$ cat config.mk
export PLATFORM = sky130hd
export DESIGN_NAME = pdl_matrix
export DESIGN_NICKNAME = d
export VERILOG_FILES = /design/src/hw/rtl/pdl_pkg.sv /design/src/hw/rtl/pdl_matrix.sv
export SDC_FILE = /design/constraint.sdc
export NUM_CORES = 2
export LEC_CHECK = 0
export BUFFER_PORTS_ARGS = -buffer_cell sky130_fd_sc_hd__buf_2
export CORE_MARGIN = 2
export CORE_UTILIZATION = 40
export DETAILED_ROUTE_END_ITERATION = 7
export GPL_TIMING_DRIVEN = 0
export SLEW_MARGIN = 20
export SYNTH_ARGS = -nofsm -noshare
export SYNTH_HDL_FRONTEND = slang
export SYNTH_SLANG_ARGS = --single-unit
$ cat constraint.sdc
create_clock -name clock -period 5.8 [get_ports clock]
set_input_delay 0.29 -clock clock [delete_from_list [all_inputs] [get_ports clock]]
set_output_delay 0.29 -clock clock [all_outputs]
set_load 0.02 [all_outputs]
$ cat src/hw/rtl/pdl_pkg.sv
package pdl_pkg;

   // item kinds carried in tuser
   localparam logic [1:0] MODE_LOAD   = 2'd0;
   localparam logic [1:0] MODE_PRIME  = 2'd1;
   localparam logic [1:0] MODE_RENDER = 2'd2;

   // table selects for load transactions
   localparam logic [3:0] SEL_LUMA_LO  = 4'd0;
   localparam logic [3:0] SEL_LUMA_HI  = 4'd1;
   localparam logic [3:0] SEL_U_EVEN   = 4'd2;
   localparam logic [3:0] SEL_V_EVEN   = 4'd3;
   localparam logic [3:0] SEL_U_ODD    = 4'd4;
   localparam logic [3:0] SEL_V_ODD    = 4'd5;
   localparam logic [3:0] SEL_GAMMA_R  = 4'd6;
   localparam logic [3:0] SEL_GAMMA_G  = 4'd7;
   localparam logic [3:0] SEL_GAMMA_B  = 4'd8;

   // register indexes
   localparam logic CSR_GAIN  = 1'b0;
   localparam logic CSR_ALPHA = 1'b1;

   localparam int          DEF_LINE_WIDTH = 1024;
   localparam logic [5:0]  EVEN_GAIN      = 6'd32;
   localparam logic [5:0]  GAIN_RESET     = 6'd32;
   localparam int          PAL_ENTRIES    = 256;
   localparam int          GAMMA_ENTRIES  = 768;
   localparam int          GAMMA_OFFSET   = 256;

   // fields that ride along every stage
   typedef struct packed {
      logic [1:0]  mode;
      logic [3:0]  sel;
      logic [9:0]  addr;
      logic [31:0] data;
      logic [9:0]  column;
      logic        odd;
   } ctl_type;

   typedef struct packed {
      ctl_type     ctl;
      logic [31:0] luma;
      logic [31:0] us;
      logic [31:0] vs;
      logic [31:0] du;
      logic [31:0] dv;
   } fetch_out_type;

   typedef struct packed {
      ctl_type     ctl;
      logic [31:0] gr_sum;
      logic [9:0]  r_idx;
      logic [9:0]  b_idx;
   } mat_out_type;

   // 256 + (x >> 16), clamped to the gamma table range
   function automatic logic [9:0] gamma_index(input logic [15:0] chan);
      logic signed [16:0] s;
      s = $signed({chan[15], chan}) + 17'sd256;
      if (s < 17'sd0)
         return 10'd0;
      else if (s > 17'sd767)
         return 10'd767;
      else
         return s[9:0];
   endfunction

endpackage

$ cat src/hw/rtl/pdl_matrix.sv
module pdl_matrix import pdl_pkg::*; (
   input  logic          clock,
   input  logic          reset,
   input  logic [5:0]    odd_gain,
   input  logic          in_valid,
   output logic          in_ready,
   input  fetch_out_type in_data,
   output logic          out_valid,
   input  logic          out_ready,
   output mat_out_type   out_data
);

   logic        v3_ff, v4_ff, v5_ff, v6_ff;
   logic        en3, en4, en5, en6;
   ctl_type     c3_ff, c4_ff, c5_ff, c6_ff;
   logic [31:0] l3_ff, l4_ff, l5_ff;
   logic [31:0] su_ff, sv_ff;
   logic [5:0]  g_ff;
   logic [31:0] u_ff, v_ff;
   logic [31:0] p_ff, rs_ff, bs_ff;
   logic [31:0] gt_ff;
   logic [9:0]  ri_ff, bi_ff;
   logic [31:0] p_shift;

   assign en6      = !v6_ff || out_ready;
   assign en5      = !v5_ff || en6;
   assign en4      = !v4_ff || en5;
   assign en3      = !v3_ff || en4;
   assign in_ready = en3;

   assign p_shift = {{8{p_ff[31]}}, p_ff[31:8]};

   always_ff @(posedge clock) begin
      // stage 3: add delay line, pick gain
      if (en3) begin
         c3_ff <= in_data.ctl;
         l3_ff <= in_data.luma;
         su_ff <= in_data.us + in_data.du;
         sv_ff <= in_data.vs + in_data.dv;
         g_ff  <= in_data.ctl.odd ? odd_gain : EVEN_GAIN;
      end
      // stage 4: chroma gain
      if (en4) begin
         c4_ff <= c3_ff;
         l4_ff <= l3_ff;
         u_ff  <= 32'(su_ff * 32'(g_ff));
         v_ff  <= 32'(sv_ff * 32'(g_ff));
      end
      // stage 5: green mix and red/blue sums
      if (en5) begin
         c5_ff <= c4_ff;
         l5_ff <= l4_ff;
         p_ff  <= 32'(u_ff * 32'd50) + 32'(v_ff * 32'd130);
         rs_ff <= l4_ff + v_ff;
         bs_ff <= l4_ff + u_ff;
      end
      // stage 6: green difference, red/blue gamma indexes
      if (en6) begin
         c6_ff <= c5_ff;
         gt_ff <= l5_ff - p_shift;
         ri_ff <= gamma_index(rs_ff[31:16]);
         bi_ff <= gamma_index(bs_ff[31:16]);
      end
   end

   always_ff @(posedge clock) begin
      if (reset) begin
         v3_ff <= 1'b0;
         v4_ff <= 1'b0;
         v5_ff <= 1'b0;
         v6_ff <= 1'b0;
      end else begin
         if (en3) v3_ff <= in_valid;
         if (en4) v4_ff <= v3_ff;
         if (en5) v5_ff <= v4_ff;
         if (en6) v6_ff <= v5_ff;
      end
   end

   assign out_valid       = v6_ff;
   assign out_data.ctl    = c6_ff;
   assign out_data.gr_sum = gt_ff;
   assign out_data.r_idx  = ri_ff;
   assign out_data.b_idx  = bi_ff;

endmodule

==> flow_metrics.env <==
export IMPL_fin_worst_skew_ns=0.0200
export IMPL_ys_flop_type="edfxtp_1"
export IMPL_grt_first_pass_wirelength_mm=139
export IMPL_path_max_fanout=4
export IMPL_reg2reg_slack_ns=0.20
export IMPL_drtIter0Drc=1445
export IMPL_cap_violations=0
export IMPL_slew_viol_final=0
export IMPL_place_area_sq_mm=0.0427
export IMPL_ys_warn_count=0
export IMPL_start_util_pct=40.5
export IMPL_grt_start_max_net_pins=87
export IMPL_r2r_start="u_ff[4]"
export IMPL_tns_ns=0
export IMPL_yosysSeqAreaShare_pct=44.2
export IMPL_place_gp_congestion=0.900
export IMPL_async_reset_ff_share_pct=0
export IMPL_yosysMostFrequentCell="edfxtp_1"
export IMPL_yosys_top_cells_count="edfxtp_1 (574), inv_1 (418), nand2_1 (401)"
export IMPL_num_antenna_cells=0
export IMPL_syn_to_final_growth_pct=17.8
export IMPL_hold_path_depth=3
export IMPL_fin_crit_sh_pct=96.6
export IMPL_min_period_ns=5.60
export IMPL_dpl_hpwl_mm=69.9
export IMPL_row_count=114
export IMPL_synth_xor_area_share_pct=5.33
export IMPL_fmaxAchievable_mhz=179
export IMPL_clk_pin_slew_worst_paths_ns=0.07
export IMPL_synth_top_area_share_pct=44.0
export IMPL_synthesis_nets=4281
export IMPL_post_route_util_pct=47.7
export IMPL_synth_compound_area_share_pct=11.5
export IMPL_syn_inst=3424
export IMPL_grt_setup_unrepaired="true"
export IMPL_hp_class="in -> reg"
export IMPL_clockBufferDepth=3
export IMPL_yosysTopAreaCell="edfxtp_1"
export IMPL_holdPathEnd="sv_ff[31]"
export IMPL_fin_nets=4814
export IMPL_dpl_worst_slack_ns=-0.710
export IMPL_syn_area_sq_mm=0.0392
export IMPL_dr_total_vias=26384
export IMPL_drt_total_wl_mm=88.2
export IMPL_vias_per_cell=4.99
export IMPL_min_from="in_data[31]"
export IMPL_top_level_ports=342
export IMPL_die_area_sq_mm=0.101
export IMPL_overflow=0
export IMPL_synth_top_family_by_area="adder cells"
export IMPL_rr_endpoint="p_ff[31]"
export IMPL_cts_root_buf="clkbuf_16"
export IMPL_reg2reg_depth=27
export IMPL_port_buffers=341
export IMPL_timing_final_ws_setup_ns=0.200
export IMPL_die_h_um=317
export IMPL_drtAntennaViolNets=0
export IMPL_grt_pass1_vias=26319
export IMPL_wl_per_cell_um=16.7
export IMPL_cts_tree="yes"
export IMPL_design_area_sq_mm=0.0462
export IMPL_muxShareOfSynthArea_pct=0.108
export IMPL_cts_inserted_buffers=61
export IMPL_path_class="reg -> reg"
export IMPL_yosys_area_share_simple_pct=9.69
export IMPL_clk_latency_ns=0.66
export IMPL_synth_edf_count=574
export IMPL_grt_antenna_before_repair=0
export IMPL_cts_num_sinks=578
export IMPL_layout_drive_gt1_share_pct=13.8
export IMPL_required_ns=6.20
export IMPL_die_x_um=317
export IMPL_ys_ff_latch=578
export IMPL_relSlewSlack_pct=41.5
export IMPL_synth_fa_ha_area_share_pct=24.8
export IMPL_start_kind="flop"
export IMPL_design_core_area_sq_mm=0.0969
export IMPL_htreeDepth=2
export IMPL_tightestPinTransition_ns=0.871
export IMPL_status="completed"
export IMPL_final_hold_violation_count=0
export IMPL_ys_top_cells_by_area="edfxtp_1 (44%), fa_1 (13%), ha_1 (12%)"
export IMPL_syn_mean_instance_area_sq_um=11.5
export IMPL_cp_end_kind="flop"
export IMPL_drc=0
export IMPL_first_pass_iters=5
export IMPL_critPathArrivalTime_ns=6.00
export IMPL_track_usage_pct=17.5
export IMPL_synth_distinct_cells=81
export IMPL_fill_cells=8787
export IMPL_finalSetupViolations=0
==> worst max-delay path by stage <==
stage	start	end	slack [ns]	cells after the start
global placement	out_ready	c3_ff[0]	-1.20	4
CTS	u_ff[4]	p_ff[31]	0.003	26
global route	u_ff[3]	p_ff[31]	-0.11	26
floorplan	u_ff[4]	p_ff[31]	0.25	26
detailed placement	g_ff[2]	v_ff[30]	-0.71	19
finish	u_ff[4]	p_ff[31]	0.20	27
==> layer usage <==
layer	part of all wire, %	vias up	track usage (%)
met5	0	-	0
met4	2.6	0	4.81
met3	4.9	116	2.26
met2	47	639	29.7
met1	45	12573	23.7
li1	-	13056	-
==> state kept, by name, summed over array words and instances, names as in the netlist, 59 cells and up <==
register,cells
c3_ff,59
c4_ff,59
c5_ff,59
out_data,59
==> placed cells by master (no fill, tap or decap), types with 20 or more instances in the layout <==
master and instances:
o21ai_1 22, buf_2 343, nor2_1 154, a21o_1 102, and2_1 45, o21a_1 60
dlygate4sd3_1 107, fa_1 247, inv_1 415, nand2b_1 25, nor2b_1 29, ha_1 376
o21bai_1 31, xor2_1 48, xnor2_1 186, nor3_1 45, clkbuf_1 26, a211oi_1 26
nand3_1 41, buf_4 20, clkbuf_16 62, a21oi_1 186, and3_1 30, nand2_1 399
o21ai_0 89, edfxtp_1 574
==> critical path: stages, from the launching register on <==
cell	delay, ns
edfxtp_1	0.42
ha_1	0.32
ha_1	0.27
inv_1	0.04
fa_1	0.49
inv_2	0.05
ha_4	0.23
a2111oi_4	0.36
o21ai_2	0.15
a31oi_1	0.15
nor2b_1	0.08
o21ai_1	0.21
a21oi_2	0.10
o21a_1	0.18
nor2_2	0.15
xnor2_2	0.15
ha_4	0.32
nand4_1	0.16
nor2_2	0.14
and4b_1	0.24
nand3_1	0.10
o211ai_1	0.19
buf_4	0.15
a41oi_2	0.11
nor2b_1	0.16
o21a_1	0.16
nor2_1	0.05
xnor3_1	0.20
==> through the flow <==
step / std cells / hold slack [ns]
after floorplan: 3424 / 0.362
after global placement: 5041 / 0.400
after detailed placement: 5048 / 0.405
after CTS: 5276 / 0.0202
after global routing: 5284 / 0.0586
final: 5284 / 0.0608
==> cells by family after synthesis <==
kind of cell               count (synthesis)
and+or+nand+nor                          840
AOI/OAI and AO/OA                        672
adders and majority gates                628
DFF                                      578
xor gates and xnor gates                 237
buffers and inverters                    465
muxes                                      4
==> layout make-up <==
cell class                 count  area, sq um  share of cell area [%]
sequential                   578        17300                    37.5
clock buffer                  66         1570                    3.39
inverter                     418         1580                    3.42
clock inverter                48          475                    1.03
multi-input combinational   2381        20300                    44.0
tap                         1276         1600                    3.46
timing repair buffer         477         3150                    6.81
buffer                        40          183                   0.396
==> what timing repair did <==
| item | CTS | global route |
|---|---|---|
| resized for setup | 26 | 35 |
| setup buffers | 12 | 10 |
| setup endpoints to repair | 17 | 10 |
| pin swaps | 5 | 17 |
| hold buffers | 107 | 0 |
| hold endpoints to repair | 104 | 0 |
Power is not shown: default switching activity piles up to over one toggle a cycle in this logic, so the estimate is an artifact.
